### config.mk
export PLATFORM = sky130hd
export DESIGN_NAME = flash_program_erase_sequencer_unit_flat
export DESIGN_NICKNAME = d
export VERILOG_FILES = /design/src/rtl/fpes_pkg.sv /design/src/rtl/fpes_in_if.sv /design/src/rtl/fpes_out_if.sv /design/src/rtl/flash_program_erase_sequencer_unit.sv /design/src/rtl/fpes_queue.sv /design/src/rtl/fpes_front.sv /design/src/rtl/fpes_back.sv /design/src/flat_wrapper.sv
export VERILOG_INCLUDE_DIRS = /design/src /design/src/rtl
export SDC_FILE = /design/constraint.sdc
export NUM_CORES = 1
export LEC_CHECK = 0
export BUFFER_PORTS_ARGS = -buffer_cell sky130_fd_sc_hd__buf_2
export CORE_ASPECT_RATIO = 1.5
export CORE_UTILIZATION = 56
export DETAILED_ROUTE_END_ITERATION = 7
export PLACE_DENSITY_LB_ADDON = 0.3
export SETUP_SLACK_MARGIN = 0.05
export SLEW_MARGIN = 10
export SYNTH_ARGS = -nofsm -noshare
export SYNTH_HDL_FRONTEND = slang
export SYNTH_SLANG_ARGS = --single-unit
### constraint.sdc
create_clock -name clk -period 6 [get_ports clk]
set_clock_uncertainty 0.1 [all_clocks]
set_input_delay 0.3 -clock clk [delete_from_list [all_inputs] [get_ports clk]]
set_output_delay 0.3 -clock clk [all_outputs]
set_load 0.005 [all_outputs]
### src/rtl/flash_program_erase_sequencer_unit_defines.svh
// ----------------------------------------------------------------------------
// flash_program_erase_sequencer_unit_defines: assertion macros
// Shared property forms for the sequencer's own checks.
// ----------------------------------------------------------------------------
`ifndef FLASH_PROGRAM_ERASE_SEQUENCER_UNIT_DEFINES_SVH
`define FLASH_PROGRAM_ERASE_SEQUENCER_UNIT_DEFINES_SVH

// ante must be followed by cons in the same cycle
`define FPES_ASSERT_IMPLY(label, ante, cons, msg) \
  label: assert property (@(posedge clk) disable iff (rst) (ante) |-> (cons)) \
    else $error(msg);

// expr must never hold
`define FPES_ASSERT_NEVER(label, expr, msg) \
  label: assert property (@(posedge clk) disable iff (rst) !(expr)) \
    else $error(msg);

`endif

### src/rtl/fpes_pkg.sv
// ----------------------------------------------------------------------------
// fpes_pkg: flash sequencer shared definitions
// Codes, register defaults, descriptor and result types.
// ----------------------------------------------------------------------------
package fpes_pkg;

  localparam int ADDR_BITS  = 20;
  localparam int POS_W      = 21;
  localparam int CFG_DATA_W = 21;
  localparam int CFG_IDX_W  = 3;

  localparam int QUEUE_DEPTH = 2;
  localparam int QPTR_W      = $clog2(QUEUE_DEPTH);

  // input function codes
  localparam logic [1:0] FUNC_HOST_BYTE = 2'd0;
  localparam logic [1:0] FUNC_READ_DATA = 2'd1;
  localparam logic [1:0] FUNC_ERASE     = 2'd2;
  localparam logic [1:0] FUNC_READ_ID   = 2'd3;

  // bus operations
  localparam logic [1:0] OP_WRITE  = 2'd0;
  localparam logic [1:0] OP_READ   = 2'd1;
  localparam logic [1:0] OP_WAIT   = 2'd2;
  localparam logic [1:0] OP_STATUS = 2'd3;

  // status codes
  localparam logic [2:0] ST_BYTE_OK      = 3'd0;
  localparam logic [2:0] ST_NO_SPACE     = 3'd1;
  localparam logic [2:0] ST_PROG_FAILED  = 3'd2;
  localparam logic [2:0] ST_ZERO_FAILED  = 3'd3;
  localparam logic [2:0] ST_ERASE_FAILED = 3'd4;
  localparam logic [2:0] ST_ERASE_DONE   = 3'd5;
  localparam logic [2:0] ST_ID_DONE      = 3'd6;

  // chip commands and data patterns
  localparam logic [7:0] CMD_RESET          = 8'hFF;
  localparam logic [7:0] CMD_READ_ID        = 8'h90;
  localparam logic [7:0] CMD_PROGRAM        = 8'h40;
  localparam logic [7:0] CMD_PROGRAM_VERIFY = 8'hC0;
  localparam logic [7:0] CMD_ERASE          = 8'h20;
  localparam logic [7:0] CMD_ERASE_VERIFY   = 8'hA0;
  localparam logic [7:0] ERASED_BYTE        = 8'hFF;
  localparam logic [7:0] ZERO_BYTE          = 8'h00;

  // register indexes
  localparam logic [CFG_IDX_W-1:0] REG_ROM_SIZE      = 3'd0;
  localparam logic [CFG_IDX_W-1:0] REG_RETRY_LIMIT   = 3'd1;
  localparam logic [CFG_IDX_W-1:0] REG_ERASE_LIMIT   = 3'd2;
  localparam logic [CFG_IDX_W-1:0] REG_PROG_PULSE    = 3'd3;
  localparam logic [CFG_IDX_W-1:0] REG_VERIFY_WAIT   = 3'd4;
  localparam logic [CFG_IDX_W-1:0] REG_ERASE_PULSE   = 3'd5;

  // register defaults
  localparam logic [POS_W-1:0] ROM_SIZE_RST    = 21'd1048576;
  localparam logic [7:0]       RETRY_LIMIT_RST = 8'd25;
  localparam logic [11:0]      ERASE_LIMIT_RST = 12'd1000;
  localparam logic [7:0]       PROG_PULSE_RST  = 8'd10;
  localparam logic [7:0]       VERIFY_WAIT_RST = 8'd6;
  localparam logic [15:0]      ERASE_PULSE_RST = 16'd10000;

  // bus sequence segments, issued in this order
  localparam int NSEG      = 7;
  localparam int SEG_IDX_W = 3;
  localparam logic [SEG_IDX_W-1:0] SEG_RESET  = 3'd0;
  localparam logic [SEG_IDX_W-1:0] SEG_ERASE  = 3'd1;
  localparam logic [SEG_IDX_W-1:0] SEG_VERIFY = 3'd2;
  localparam logic [SEG_IDX_W-1:0] SEG_PROG   = 3'd3;
  localparam logic [SEG_IDX_W-1:0] SEG_STAT   = 3'd4;
  localparam logic [SEG_IDX_W-1:0] SEG_ID     = 3'd5;
  localparam logic [SEG_IDX_W-1:0] SEG_ID_LO  = 3'd6;

  typedef struct packed {
    logic [POS_W-1:0] rom_size;
    logic [7:0]       retry_limit;
    logic [11:0]      erase_limit;
    logic [7:0]       prog_pulse_us;
    logic [7:0]       verify_wait_us;
    logic [15:0]      erase_pulse_us;
  } cfg_t;

  typedef struct packed {
    logic [NSEG-1:0]      segs;
    logic [ADDR_BITS-1:0] addr;
    logic [7:0]           data;
    logic [2:0]           status;
    logic [15:0]          dev_id;
  } desc_t;

  typedef struct packed {
    logic  valid;
    desc_t desc;
  } q_port_t;

  typedef struct packed {
    logic [1:0]           bus_op;
    logic [ADDR_BITS-1:0] bus_addr;
    logic [7:0]           bus_data;
    logic [15:0]          wait_us;
    logic [2:0]           status;
    logic [15:0]          device_id;
    logic                 last;
  } res_t;

endpackage

### src/rtl/fpes_in_if.sv
// ----------------------------------------------------------------------------
// fpes_in_if: request channel
// Host bytes, chip read data, erase and identify requests.
// ----------------------------------------------------------------------------
interface fpes_in_if;
  logic       valid;
  logic       ready;
  logic [1:0] func;
  logic [7:0] data_byte;
  logic       last_of_write;

  modport source (output valid, func, data_byte, last_of_write, input ready);
  modport sink   (input valid, func, data_byte, last_of_write, output ready);
endinterface

### src/rtl/fpes_out_if.sv
// ----------------------------------------------------------------------------
// fpes_out_if: result channel
// Bus writes, bus reads, waits and status reports.
// ----------------------------------------------------------------------------
interface fpes_out_if;
  logic                           valid;
  logic                           ready;
  logic [1:0]                     bus_op;
  logic [fpes_pkg::ADDR_BITS-1:0] bus_addr;
  logic [7:0]                     bus_data;
  logic [15:0]                    wait_us;
  logic [2:0]                     status;
  logic [15:0]                    device_id;
  logic                           last;

  modport source (output valid, bus_op, bus_addr, bus_data, wait_us, status, device_id,
                  last, input ready);
  modport sink   (input valid, bus_op, bus_addr, bus_data, wait_us, status, device_id,
                  last, output ready);
endinterface

### src/rtl/flash_program_erase_sequencer_unit.sv
// ----------------------------------------------------------------------------
// flash_program_erase_sequencer_unit: flash program, erase and identify sequencer
// Accepted items go through the queue and the back sequencer into the registered result stage.
// The back sequencer issues one bus operation per cycle while res.ready does not stall it.
// Reset: synchronous rst clears sequencing state and loads register defaults.
// ----------------------------------------------------------------------------
`include "flash_program_erase_sequencer_unit_defines.svh"

module flash_program_erase_sequencer_unit (
  input  logic                            clk,
  input  logic                            rst,
  input  logic                            cfg_we,
  input  logic [fpes_pkg::CFG_IDX_W-1:0]  cfg_index,
  input  logic [fpes_pkg::CFG_DATA_W-1:0] cfg_data,
  fpes_in_if.sink                         cmd,
  fpes_out_if.source                      res
);

  fpes_pkg::q_port_t q_wr;
  fpes_pkg::q_port_t q_head;
  fpes_pkg::cfg_t    cfg;
  logic              q_full;
  logic              q_pop;

  fpes_front u_front (
    .clk       (clk),
    .rst       (rst),
    .cfg_we    (cfg_we),
    .cfg_index (cfg_index),
    .cfg_data  (cfg_data),
    .cmd       (cmd),
    .q_full    (q_full),
    .q_wr      (q_wr),
    .cfg       (cfg)
  );

  fpes_queue u_queue (
    .clk  (clk),
    .rst  (rst),
    .wr   (q_wr),
    .full (q_full),
    .head (q_head),
    .pop  (q_pop)
  );

  fpes_back u_back (
    .clk  (clk),
    .rst  (rst),
    .head (q_head),
    .pop  (q_pop),
    .cfg  (cfg),
    .res  (res)
  );

  `FPES_ASSERT_NEVER(a_queue_no_overflow, q_wr.valid && q_full, "descriptor queued while full")
  `FPES_ASSERT_IMPLY(a_status_ends_item, res.valid && (res.bus_op == fpes_pkg::OP_STATUS), res.last, "status report not last of its transaction")
  `FPES_ASSERT_IMPLY(a_read_ends_item, res.valid && (res.bus_op == fpes_pkg::OP_READ), res.last, "bus read not last of its transaction")

endmodule

### src/rtl/fpes_queue.sv
// ----------------------------------------------------------------------------
// fpes_queue: descriptor queue
// Short register queue between the classifier and the bus sequencer.
// ----------------------------------------------------------------------------
module fpes_queue (
  input  logic              clk,
  input  logic              rst,
  input  fpes_pkg::q_port_t wr,
  output logic              full,
  output fpes_pkg::q_port_t head,
  input  logic              pop
);

  localparam int CNT_W = fpes_pkg::QPTR_W + 1;

  fpes_pkg::desc_t             entries [fpes_pkg::QUEUE_DEPTH];
  logic [fpes_pkg::QPTR_W-1:0] wptr;
  logic [fpes_pkg::QPTR_W-1:0] rptr;
  logic [CNT_W-1:0]            count;
  logic                        push;
  logic                        do_pop;

  assign full      = (count == CNT_W'(fpes_pkg::QUEUE_DEPTH));
  assign head.valid = (count != '0);
  assign head.desc  = entries[rptr];
  assign push      = wr.valid && !full;
  assign do_pop    = pop && head.valid;

  always_ff @(posedge clk) begin
    if (rst) begin
      wptr  <= '0;
      rptr  <= '0;
      count <= '0;
    end else begin
      if (push) begin
        wptr <= (wptr == fpes_pkg::QPTR_W'(fpes_pkg::QUEUE_DEPTH - 1)) ? '0 : wptr + 1'b1;
      end
      if (do_pop) begin
        rptr <= (rptr == fpes_pkg::QPTR_W'(fpes_pkg::QUEUE_DEPTH - 1)) ? '0 : rptr + 1'b1;
      end
      count <= count + CNT_W'(push) - CNT_W'(do_pop);
    end
  end

  always_ff @(posedge clk) begin
    if (push) begin
      entries[wptr] <= wr.desc;
    end
  end

endmodule

### src/rtl/fpes_front.sv
// ----------------------------------------------------------------------------
// fpes_front: request classifier
// Holds the configuration and sequencing state, decides per transaction
// which bus sequence segments follow and queues them as one descriptor.
// ----------------------------------------------------------------------------
module fpes_front (
  input  logic                             clk,
  input  logic                             rst,
  input  logic                             cfg_we,
  input  logic [fpes_pkg::CFG_IDX_W-1:0]   cfg_index,
  input  logic [fpes_pkg::CFG_DATA_W-1:0]  cfg_data,
  fpes_in_if.sink                          cmd,
  input  logic                             q_full,
  output fpes_pkg::q_port_t                q_wr,
  output fpes_pkg::cfg_t                   cfg
);

  typedef enum logic [2:0] {
    PH_IDLE,
    PH_PROG,
    PH_ZERO,
    PH_VERIFY,
    PH_IDHI,
    PH_IDLO
  } phase_t;

  typedef struct packed {
    logic [fpes_pkg::POS_W-1:0] wpos;
    logic [fpes_pkg::POS_W-1:0] cur;
    logic [7:0]                 pend;
    logic [7:0]                 retry;
    logic [11:0]                ecnt;
    phase_t                     phase;
    logic                       bwait;
    logic [7:0]                 idhi;
    logic                       wend;
  } fst_t;

  typedef struct packed {
    fst_t            s;
    fpes_pkg::desc_t d;
  } ctx_t;

  fst_t st;
  ctx_t step_c;
  logic accept;

  function automatic ctx_t do_prog(ctx_t c, logic [7:0] b);
    ctx_t r;
    r = c;
    r.d.segs[fpes_pkg::SEG_PROG] = 1'b1;
    r.d.addr = c.s.cur[fpes_pkg::ADDR_BITS-1:0];
    r.d.data = b;
    return r;
  endfunction

  function automatic ctx_t do_stat(ctx_t c, logic [2:0] code, logic [15:0] id);
    ctx_t r;
    r = c;
    r.d.segs[fpes_pkg::SEG_STAT] = 1'b1;
    r.d.status = code;
    r.d.dev_id = id;
    return r;
  endfunction

  function automatic ctx_t host_start(ctx_t c, fpes_pkg::cfg_t cf);
    ctx_t r;
    r = c;
    if (r.s.cur >= cf.rom_size) begin
      r = do_stat(r, fpes_pkg::ST_NO_SPACE, '0);
      r.s.cur   = r.s.wpos;
      r.s.phase = PH_IDLE;
    end else begin
      r.s.retry = '0;
      r = do_prog(r, r.s.pend);
      r.s.phase = PH_PROG;
    end
    return r;
  endfunction

  function automatic ctx_t erase_ok(ctx_t c, fpes_pkg::cfg_t cf);
    ctx_t r;
    r = c;
    r.s.phase = PH_IDLE;
    r.s.cur   = r.s.wpos;
    if (r.s.bwait) begin
      r.s.bwait = 1'b0;
      r = host_start(r, cf);
    end else begin
      r = do_stat(r, fpes_pkg::ST_ERASE_DONE, '0);
    end
    return r;
  endfunction

  function automatic ctx_t erase_fail(ctx_t c, logic [2:0] code);
    ctx_t r;
    r = do_stat(c, code, '0);
    r.s.bwait = 1'b0;
    r.s.cur   = r.s.wpos;
    r.s.phase = PH_IDLE;
    return r;
  endfunction

  function automatic ctx_t verify_step(ctx_t c, fpes_pkg::cfg_t cf);
    ctx_t r;
    r = c;
    if (r.s.cur < cf.rom_size) begin
      r.d.segs[fpes_pkg::SEG_VERIFY] = 1'b1;
      r.d.addr  = r.s.cur[fpes_pkg::ADDR_BITS-1:0];
      r.s.phase = PH_VERIFY;
    end else begin
      r = erase_ok(r, cf);
    end
    return r;
  endfunction

  function automatic ctx_t erase_pass(ctx_t c, fpes_pkg::cfg_t cf);
    ctx_t r;
    r = c;
    if (r.s.ecnt >= cf.erase_limit) begin
      r = erase_fail(r, fpes_pkg::ST_ERASE_FAILED);
    end else begin
      r.s.ecnt = r.s.ecnt + 12'd1;
      r.d.segs[fpes_pkg::SEG_ERASE] = 1'b1;
      r = verify_step(r, cf);
    end
    return r;
  endfunction

  function automatic ctx_t zero_from_here(ctx_t c, fpes_pkg::cfg_t cf);
    ctx_t r;
    r = c;
    if (r.s.cur < cf.rom_size) begin
      r.s.retry = '0;
      r = do_prog(r, fpes_pkg::ZERO_BYTE);
      r.s.phase = PH_ZERO;
    end else begin
      r.s.cur  = '0;
      r.s.ecnt = '0;
      r = erase_pass(r, cf);
    end
    return r;
  endfunction

  function automatic ctx_t erase_start(ctx_t c, fpes_pkg::cfg_t cf);
    ctx_t r;
    r = c;
    r.d.segs[fpes_pkg::SEG_RESET] = 1'b1;
    r.s.cur = '0;
    r = zero_from_here(r, cf);
    return r;
  endfunction

  assign accept    = cmd.valid && cmd.ready;
  assign cmd.ready = !q_full;

  always_comb begin
    step_c.s = st;
    step_c.d = '0;
    if (st.phase == PH_IDLE) begin
      unique case (cmd.func)
        fpes_pkg::FUNC_HOST_BYTE: begin
          step_c.s.pend = cmd.data_byte;
          step_c.s.wend = cmd.last_of_write;
          if (st.wpos == '0 && st.cur == '0) begin
            step_c.s.bwait = 1'b1;
            step_c = erase_start(step_c, cfg);
          end else begin
            step_c = host_start(step_c, cfg);
          end
        end
        fpes_pkg::FUNC_READ_DATA: begin
        end
        fpes_pkg::FUNC_ERASE: begin
          step_c.s.bwait = 1'b0;
          step_c = erase_start(step_c, cfg);
        end
        fpes_pkg::FUNC_READ_ID: begin
          step_c.d.segs[fpes_pkg::SEG_ID] = 1'b1;
          step_c.s.phase = PH_IDHI;
        end
      endcase
    end else if (cmd.func == fpes_pkg::FUNC_READ_DATA) begin
      unique case (st.phase)
        PH_PROG: begin
          if (cmd.data_byte == st.pend) begin
            step_c = do_stat(step_c, fpes_pkg::ST_BYTE_OK, '0);
            step_c.s.cur = st.cur + 1'b1;
            if (st.wend) begin
              step_c.s.wpos = st.cur + 1'b1;
            end
            step_c.s.phase = PH_IDLE;
          end else if (st.retry >= cfg.retry_limit) begin
            step_c = do_stat(step_c, fpes_pkg::ST_PROG_FAILED, '0);
            step_c.s.cur   = st.wpos;
            step_c.s.phase = PH_IDLE;
          end else begin
            step_c.s.retry = st.retry + 8'd1;
            step_c = do_prog(step_c, st.pend);
          end
        end
        PH_ZERO: begin
          if (cmd.data_byte == fpes_pkg::ZERO_BYTE) begin
            step_c.s.cur = st.cur + 1'b1;
            step_c = zero_from_here(step_c, cfg);
          end else if (st.retry >= cfg.retry_limit) begin
            step_c = erase_fail(step_c, fpes_pkg::ST_ZERO_FAILED);
          end else begin
            step_c.s.retry = st.retry + 8'd1;
            step_c = do_prog(step_c, fpes_pkg::ZERO_BYTE);
          end
        end
        PH_VERIFY: begin
          if (cmd.data_byte == fpes_pkg::ERASED_BYTE) begin
            step_c.s.cur = st.cur + 1'b1;
            step_c = verify_step(step_c, cfg);
          end else begin
            step_c = erase_pass(step_c, cfg);
          end
        end
        PH_IDHI: begin
          step_c.s.idhi = cmd.data_byte;
          step_c.d.segs[fpes_pkg::SEG_ID_LO] = 1'b1;
          step_c.s.phase = PH_IDLO;
        end
        PH_IDLO: begin
          step_c = do_stat(step_c, fpes_pkg::ST_ID_DONE, {st.idhi, cmd.data_byte});
          step_c.s.phase = PH_IDLE;
        end
        default: begin
          step_c.s.phase = PH_IDLE;
        end
      endcase
    end
  end

  assign q_wr.valid = accept && (step_c.d.segs != '0);
  assign q_wr.desc  = step_c.d;

  always_ff @(posedge clk) begin
    if (rst) begin
      st                 <= '0;
      cfg.rom_size       <= fpes_pkg::ROM_SIZE_RST;
      cfg.retry_limit    <= fpes_pkg::RETRY_LIMIT_RST;
      cfg.erase_limit    <= fpes_pkg::ERASE_LIMIT_RST;
      cfg.prog_pulse_us  <= fpes_pkg::PROG_PULSE_RST;
      cfg.verify_wait_us <= fpes_pkg::VERIFY_WAIT_RST;
      cfg.erase_pulse_us <= fpes_pkg::ERASE_PULSE_RST;
    end else begin
      if (accept) begin
        st <= step_c.s;
      end
      // writes only land between operations
      if (cfg_we && st.phase == PH_IDLE) begin
        unique case (cfg_index)
          fpes_pkg::REG_ROM_SIZE:    cfg.rom_size       <= cfg_data[20:0];
          fpes_pkg::REG_RETRY_LIMIT: cfg.retry_limit    <= cfg_data[7:0];
          fpes_pkg::REG_ERASE_LIMIT: cfg.erase_limit    <= cfg_data[11:0];
          fpes_pkg::REG_PROG_PULSE:  cfg.prog_pulse_us  <= cfg_data[7:0];
          fpes_pkg::REG_VERIFY_WAIT: cfg.verify_wait_us <= cfg_data[7:0];
          fpes_pkg::REG_ERASE_PULSE: cfg.erase_pulse_us <= cfg_data[15:0];
          default: begin
          end
        endcase
      end
    end
  end

endmodule

### src/rtl/fpes_back.sv
// ----------------------------------------------------------------------------
// fpes_back: bus sequencer
// Expands queued descriptors into bus operations, one per cycle while not
// stalled by res.ready, into a registered result stage.
// ----------------------------------------------------------------------------
module fpes_back (
  input  logic              clk,
  input  logic              rst,
  input  fpes_pkg::q_port_t head,
  output logic              pop,
  input  fpes_pkg::cfg_t    cfg,
  fpes_out_if.source        res
);

  logic                              busy;
  logic [fpes_pkg::NSEG-1:0]         rem;
  logic [2:0]                        step;
  fpes_pkg::desc_t                   dsc;
  fpes_pkg::res_t                    ob;
  logic                              ob_valid;

  logic [fpes_pkg::SEG_IDX_W-1:0]    seg;
  logic [fpes_pkg::NSEG-1:0]         rem_after;
  logic                              seg_done;
  logic                              last;
  logic                              out_free;
  logic                              advance;
  fpes_pkg::res_t                    op;

  function automatic logic [2:0] seg_last_step(logic [fpes_pkg::SEG_IDX_W-1:0] s);
    logic [2:0] n;
    unique case (s)
      fpes_pkg::SEG_RESET:  n = 3'd1;
      fpes_pkg::SEG_ERASE:  n = 3'd2;
      fpes_pkg::SEG_VERIFY: n = 3'd2;
      fpes_pkg::SEG_PROG:   n = 3'd5;
      fpes_pkg::SEG_STAT:   n = 3'd0;
      fpes_pkg::SEG_ID:     n = 3'd3;
      fpes_pkg::SEG_ID_LO:  n = 3'd1;
      default:              n = 3'd0;
    endcase
    return n;
  endfunction

  function automatic fpes_pkg::res_t gen_op(logic [fpes_pkg::SEG_IDX_W-1:0] s,
                                            logic [2:0] k, fpes_pkg::desc_t d,
                                            fpes_pkg::cfg_t cf);
    fpes_pkg::res_t r;
    r = '0;
    unique case (s)
      fpes_pkg::SEG_RESET: begin
        r.bus_op   = fpes_pkg::OP_WRITE;
        r.bus_data = fpes_pkg::CMD_RESET;
      end
      fpes_pkg::SEG_ERASE: begin
        if (k == 3'd2) begin
          r.bus_op  = fpes_pkg::OP_WAIT;
          r.wait_us = cf.erase_pulse_us;
        end else begin
          r.bus_op   = fpes_pkg::OP_WRITE;
          r.bus_data = fpes_pkg::CMD_ERASE;
        end
      end
      fpes_pkg::SEG_VERIFY: begin
        unique case (k)
          3'd0: begin
            r.bus_op   = fpes_pkg::OP_WRITE;
            r.bus_addr = d.addr;
            r.bus_data = fpes_pkg::CMD_ERASE_VERIFY;
          end
          3'd1: begin
            r.bus_op  = fpes_pkg::OP_WAIT;
            r.wait_us = 16'(cf.verify_wait_us);
          end
          default: begin
            r.bus_op   = fpes_pkg::OP_READ;
            r.bus_addr = d.addr;
          end
        endcase
      end
      fpes_pkg::SEG_PROG: begin
        unique case (k)
          3'd0: begin
            r.bus_op   = fpes_pkg::OP_WRITE;
            r.bus_addr = d.addr;
            r.bus_data = fpes_pkg::CMD_PROGRAM;
          end
          3'd1: begin
            r.bus_op   = fpes_pkg::OP_WRITE;
            r.bus_addr = d.addr;
            r.bus_data = d.data;
          end
          3'd2: begin
            r.bus_op  = fpes_pkg::OP_WAIT;
            r.wait_us = 16'(cf.prog_pulse_us);
          end
          3'd3: begin
            r.bus_op   = fpes_pkg::OP_WRITE;
            r.bus_addr = d.addr;
            r.bus_data = fpes_pkg::CMD_PROGRAM_VERIFY;
          end
          3'd4: begin
            r.bus_op  = fpes_pkg::OP_WAIT;
            r.wait_us = 16'(cf.verify_wait_us);
          end
          default: begin
            r.bus_op   = fpes_pkg::OP_READ;
            r.bus_addr = d.addr;
          end
        endcase
      end
      fpes_pkg::SEG_STAT: begin
        r.bus_op    = fpes_pkg::OP_STATUS;
        r.status    = d.status;
        r.device_id = d.dev_id;
      end
      fpes_pkg::SEG_ID: begin
        unique case (k)
          3'd2: begin
            r.bus_op   = fpes_pkg::OP_WRITE;
            r.bus_data = fpes_pkg::CMD_READ_ID;
          end
          3'd3: begin
            r.bus_op = fpes_pkg::OP_READ;
          end
          default: begin
            r.bus_op   = fpes_pkg::OP_WRITE;
            r.bus_data = fpes_pkg::CMD_RESET;
          end
        endcase
      end
      fpes_pkg::SEG_ID_LO: begin
        if (k == 3'd0) begin
          r.bus_op   = fpes_pkg::OP_WRITE;
          r.bus_data = fpes_pkg::CMD_READ_ID;
        end else begin
          r.bus_op   = fpes_pkg::OP_READ;
          r.bus_addr = fpes_pkg::ADDR_BITS'(1);
        end
      end
      default: begin
      end
    endcase
    return r;
  endfunction

  // lowest pending segment goes first
  always_comb begin
    seg = '0;
    for (int i = fpes_pkg::NSEG - 1; i >= 0; i--) begin
      if (rem[i]) begin
        seg = fpes_pkg::SEG_IDX_W'(i);
      end
    end
  end

  assign rem_after = rem & ~(fpes_pkg::NSEG'(1) << seg);
  assign seg_done  = (step == seg_last_step(seg));
  assign last      = seg_done && (rem_after == '0);
  assign out_free  = !ob_valid || res.ready;
  assign advance   = busy && out_free;
  assign pop       = head.valid && (!busy || (advance && last));

  always_comb begin
    op      = gen_op(seg, step, dsc, cfg);
    op.last = last;
  end

  always_ff @(posedge clk) begin
    if (rst) begin
      busy     <= 1'b0;
      rem      <= '0;
      step     <= '0;
      ob_valid <= 1'b0;
    end else begin
      if (out_free) begin
        ob_valid <= advance;
      end
      if (advance) begin
        if (seg_done) begin
          step <= '0;
          rem  <= rem_after;
        end else begin
          step <= step + 3'd1;
        end
        if (last) begin
          busy <= 1'b0;
        end
      end
      if (pop) begin
        busy <= 1'b1;
        rem  <= head.desc.segs;
        step <= '0;
      end
    end
  end

  always_ff @(posedge clk) begin
    if (advance) begin
      ob <= op;
    end
    if (pop) begin
      dsc <= head.desc;
    end
  end

  assign res.valid     = ob_valid;
  assign res.bus_op    = ob.bus_op;
  assign res.bus_addr  = ob.bus_addr;
  assign res.bus_data  = ob.bus_data;
  assign res.wait_us   = ob.wait_us;
  assign res.status    = ob.status;
  assign res.device_id = ob.device_id;
  assign res.last      = ob.last;

endmodule
### src/flat_wrapper.sv
// flat-port wrapper written by rule: the top's interface ports become plain ports
module flash_program_erase_sequencer_unit_flat 
  (clk, rst, cfg_we, cfg_index, cfg_data, cmd_valid, cmd_func, cmd_data_byte, cmd_last_of_write, cmd_ready, res_valid, res_bus_op, res_bus_addr, res_bus_data, res_wait_us, res_status, res_device_id, res_last, res_ready);
  fpes_in_if cmd_i ();
  fpes_out_if res_i ();
  input  logic clk;
  input  logic rst;
  input  logic cfg_we;
  input  logic [fpes_pkg::CFG_IDX_W-1:0] cfg_index;
  input  logic [fpes_pkg::CFG_DATA_W-1:0] cfg_data;
  input wire logic [$bits(cmd_i.valid)-1:0] cmd_valid;
  input wire logic [$bits(cmd_i.func)-1:0] cmd_func;
  input wire logic [$bits(cmd_i.data_byte)-1:0] cmd_data_byte;
  input wire logic [$bits(cmd_i.last_of_write)-1:0] cmd_last_of_write;
  output wire logic [$bits(cmd_i.ready)-1:0] cmd_ready;
  output wire logic [$bits(res_i.valid)-1:0] res_valid;
  output wire logic [$bits(res_i.bus_op)-1:0] res_bus_op;
  output wire logic [$bits(res_i.bus_addr)-1:0] res_bus_addr;
  output wire logic [$bits(res_i.bus_data)-1:0] res_bus_data;
  output wire logic [$bits(res_i.wait_us)-1:0] res_wait_us;
  output wire logic [$bits(res_i.status)-1:0] res_status;
  output wire logic [$bits(res_i.device_id)-1:0] res_device_id;
  output wire logic [$bits(res_i.last)-1:0] res_last;
  input wire logic [$bits(res_i.ready)-1:0] res_ready;
  assign cmd_i.valid = cmd_valid;
  assign cmd_i.func = cmd_func;
  assign cmd_i.data_byte = cmd_data_byte;
  assign cmd_i.last_of_write = cmd_last_of_write;
  assign cmd_ready = cmd_i.ready;
  assign res_valid = res_i.valid;
  assign res_bus_op = res_i.bus_op;
  assign res_bus_addr = res_i.bus_addr;
  assign res_bus_data = res_i.bus_data;
  assign res_wait_us = res_i.wait_us;
  assign res_status = res_i.status;
  assign res_device_id = res_i.device_id;
  assign res_last = res_i.last;
  assign res_i.ready = res_ready;
  flash_program_erase_sequencer_unit u_core (.clk(clk), .rst(rst), .cfg_we(cfg_we), .cfg_index(cfg_index), .cfg_data(cfg_data), .cmd(cmd_i), .res(res_i));
endmodule
==> results by group <==
Detailed routing
  • Pre-antenna DRT Iters: 8
  • Routed wire length: between 60 and 70 mm
  • Via count: 16700
  • First DRT Iteration DRCs: 1573
  • Residual DRC: 0
  • Mean routed wirelength per cell: 23.0 um
  • Vias per std cell: approximately 6.4
  • Routed Antenna Nets: 0

Yosys
  • Synth area leaders: edfxtp_1 (33%), dfxtp_1 (17%), ha_1 (5.9%), nand2_1 (4.9%), a21oi_1 (3.7%)
  • Share of the synthesized area in the top cell type: about a third
  • Post-synthesis cell type count: 80
  • Post-Syn Area: between 15000 and 20000 um2
  • Post-synth top cells: nand2_1 (262), edfxtp_1 (221), dfxtp_1 (173), nor2_1 (148), a21oi_1 (146)
  • Gate Count Post-Synth: 2008
  • Post-synth EDFFs: 221
  • Sequential share of the synthesized area: 50.6%
  • Post-Syn Nets: between 2000 and 2500
  • Yosys reg bits: between 300 and 400
  • Commonest register cell after synthesis: edfxtp_1
  • Top-count cell post-synth: nand2_1
  • Post-synth ARST share: 0%
  • Top cell type by total area after synthesis: edfxtp_1
  • Mean Syn Cell Area: 9.93 um2
  • Synth warn: 0

CTS
  • Setup repair bufs after CTS: 0
  • H-tree depth: 2
  • Worst-path clk slew: 70 ps
  • Num Clock Sinks: roughly 390
  • Worst-Skew Late Latency: roughly 560 ps
  • Root Buffer: clkbuf_16
  • CTS Buffer Depth: 3
  • CTS tree: done
  • CTS Buf Count: 37

Final layout
  • Diode count: 0
  • Number of fill cells: 2878
  • Area grow syn2layout: 13.1%
  • Fin nets: about 2300
  • Final core utilization: 64.3%
  • Layout cell share with drive strength beyond 1: around 14%

Power and ir drop
  • Peak supply drop: 0.282 mV
  • Leakage: 8.58 nW
  • Power Density: 421 nW/um2

Global routing
  • First-pass GRT wire length: slightly above 90 mm
  • Grt total ovfl: 0
  • Number of global-route vias before repair: about 16000
  • Initial antenna violation count: 0
  • GRT Util Overall: between 30% and 40%
  • Largest net degree at the start of global routing: 89

Worst setup path
  • R2R depth: 21
  • Crit Path Class: reg2reg
  • Worst R2R End: u_core.u_queue.count[1]
  • CP max FO: 8
  • CP required: 6310 ps
  • Worst r2r src: u_core.u_front.st[42]
  • Worst Setup Start Kind: flop
  • Worst setup EP type: flop
  • Worst R2R Setup Slack: 410 ps
  • Critical path arrival: 5900 ps

Floorplan
  • # IOs: about 110
  • Die Y: 233 um
  • CORE AREA: 35100 um2
  • Initial Util: 56.8%
  • Die ar.: 36400 um2
  • Die X-Extent: about 160 um
  • Standard-cell rows: 84

Place
  • PortBufs: 107
  • Placed wire-length estimate: 42.3 mm
  • GP Congestion: between 1 and 1.5

Min path
  • Hold path cells: 3
  • Hold Crit Start: cfg_data[2]
  • Worst Hold End: u_core.u_front.cfg[54]
  • Worst hold-check path type: in2reg

STA
  • Max_slew headroom: 18.4%
  • Unrepaired setup endpoints after global routing: no
  • Fin Setup TNS: 0 ps
  • Hold_ws: 20.6 ps
  • Final worst-path cycle share: between 90% and 100%
  • Fmax: 179 MHz
  • Fin. Hold Viols: 0
  • Final setup vio count: 0
  • Final slew viol count: 0
  • Fin crit period: between 5000 and 6000 ps
  • Measured slew at the worst slew-check pin: 1220 ps

Run
  • Max Cap Viol: 0

Outcome
  • Status: finished, final reports clean
-- state kept, by name, summed over array words and instances (netlist names), 2 cells and up, named ones only --
name	cells
u_core.u_back.res.bus_data	8
u_core.u_back.step	3
u_core.u_back.rem	7
u_core.u_front.cfg	73
u_core.u_queue.count	2
u_core.u_back.res.status	3
u_core.u_back.res.bus_op	2
u_core.u_back.res.wait_us	16
u_core.u_queue.entries	108
u_core.u_front.st	83
u_core.u_back.res.bus_addr	20
u_core.u_back.res.device_id	16
u_core.u_back.dsc	47
-- power breakdown --
| group | switching, mW | internal, mW |
|---|---|---|
| registers | 0.340 | 3.73 |
| clock network | 1.05 | 1.28 |
| logic | 2.00 | 1.10 |
| total | 3.39 | 6.11 |
-- repair_timing --
item	in CTS	in global routing
hold endpoints to repair	53	0
setup endpoints to repair	0	1
resized for setup	0	1
hold buffers	28	0
-- metrics by stage --
stage	std cells	power, mW	area [um2]	worst slack, ps
2_1_floorplan	2008	6.02	19900	457
3_3_place_gp	2522	7.09	21100	617
3_5_place_dp	2522	7.15	21100	490
4_1_cts	2617	9.49	22600	453
5_1_grt	2617	9.94	22600	60.8
6_report	2617	9.50	22600	408
-- per-layer routing --
layer,part of all wire [%],global-route usage [%],routed length [um],vias to the layer above
met3,5.7,3.84,3460,253
met1,36,37.2,21700,8052
met2,50,57.7,30000,781
li1,-,-,-,7630
met4,8.3,25.2,5010,0
met5,0,0,0,-
-- kinds of logic (layout without fill, tap and decap cells) --
group           after synthesis  in the layout  share of synthesized area [%]
mux                          90             90                           4.87
fa+ha+maj                    94             94                           5.90
simple gates                743            743                           18.0
xor+xnor                     42             42                           1.84
compound gates              454            454                           15.0
flops                       394            394                           50.6
buf+inv                     191            327                           3.74
-- worst max-delay path by stage --
stage	end	startpoint	slack, ps
6_report	u_core.u_queue.count[1]	u_core.u_front.st[42]	410
5_1_grt	u_core.u_queue.count[1]	u_core.u_front.st[42]	60
4_1_cts	u_core.u_queue.count[1]	u_core.u_front.st[42]	450
3_5_place_dp	u_core.u_queue.count[1]	u_core.u_front.st[42]	490
3_3_place_gp	u_core.u_queue.count[1]	u_core.u_front.st[42]	620
2_1_floorplan	u_core.u_queue.entries[0][0]	u_core.u_front.st[46]	460
-- layout make-up --
class / count / area (um2) / area share, %
Timing Repair Buffer: 187 / 1260 / 5.58
Sequential cell: 394 / 10100 / 44.8
Clock buffer: 49 / 991 / 4.39
Clock inverter: 18 / 204 / 0.904
Multi-Input combinational cell: 1423 / 9140 / 40.5
Tap cell: 473 / 592 / 2.62
Inverter: 73 / 275 / 1.22
-- critical path: stages (launching register included) --
cell       delay (ps)
dfxtp_1           470
ha_1              260
and4_1            290
nand4_1           280
nor2_1            270
xor2_2            300
ha_1              310
a21oi_1           140
o21ai_0           150
a221oi_1          440
nand3_1           370
a21oi_1           210
a2111oi_0          80
nor4_1            410
a41oi_1           310
inv_1             200
ha_1              250
inv_1              50
ha_1              140
xor2_1            190
xnor2_1           140
nor2_1             60
-- cell usage in the layout (no fill, tap or decap), types with 49 or more instances in the layout --
cell type / instances
mux2_2: 56
ha_1: 94
nand3_1: 66
buf_2: 106
edfxtp_1: 221
nor2_1: 147
a21oi_1: 146
inv_1: 71
dfxtp_1: 172
and2_1: 56
nand2_1: 262
o21ai_0: 81
buf_4: 49
Note: power is estimated with default switching activity, not from simulation.
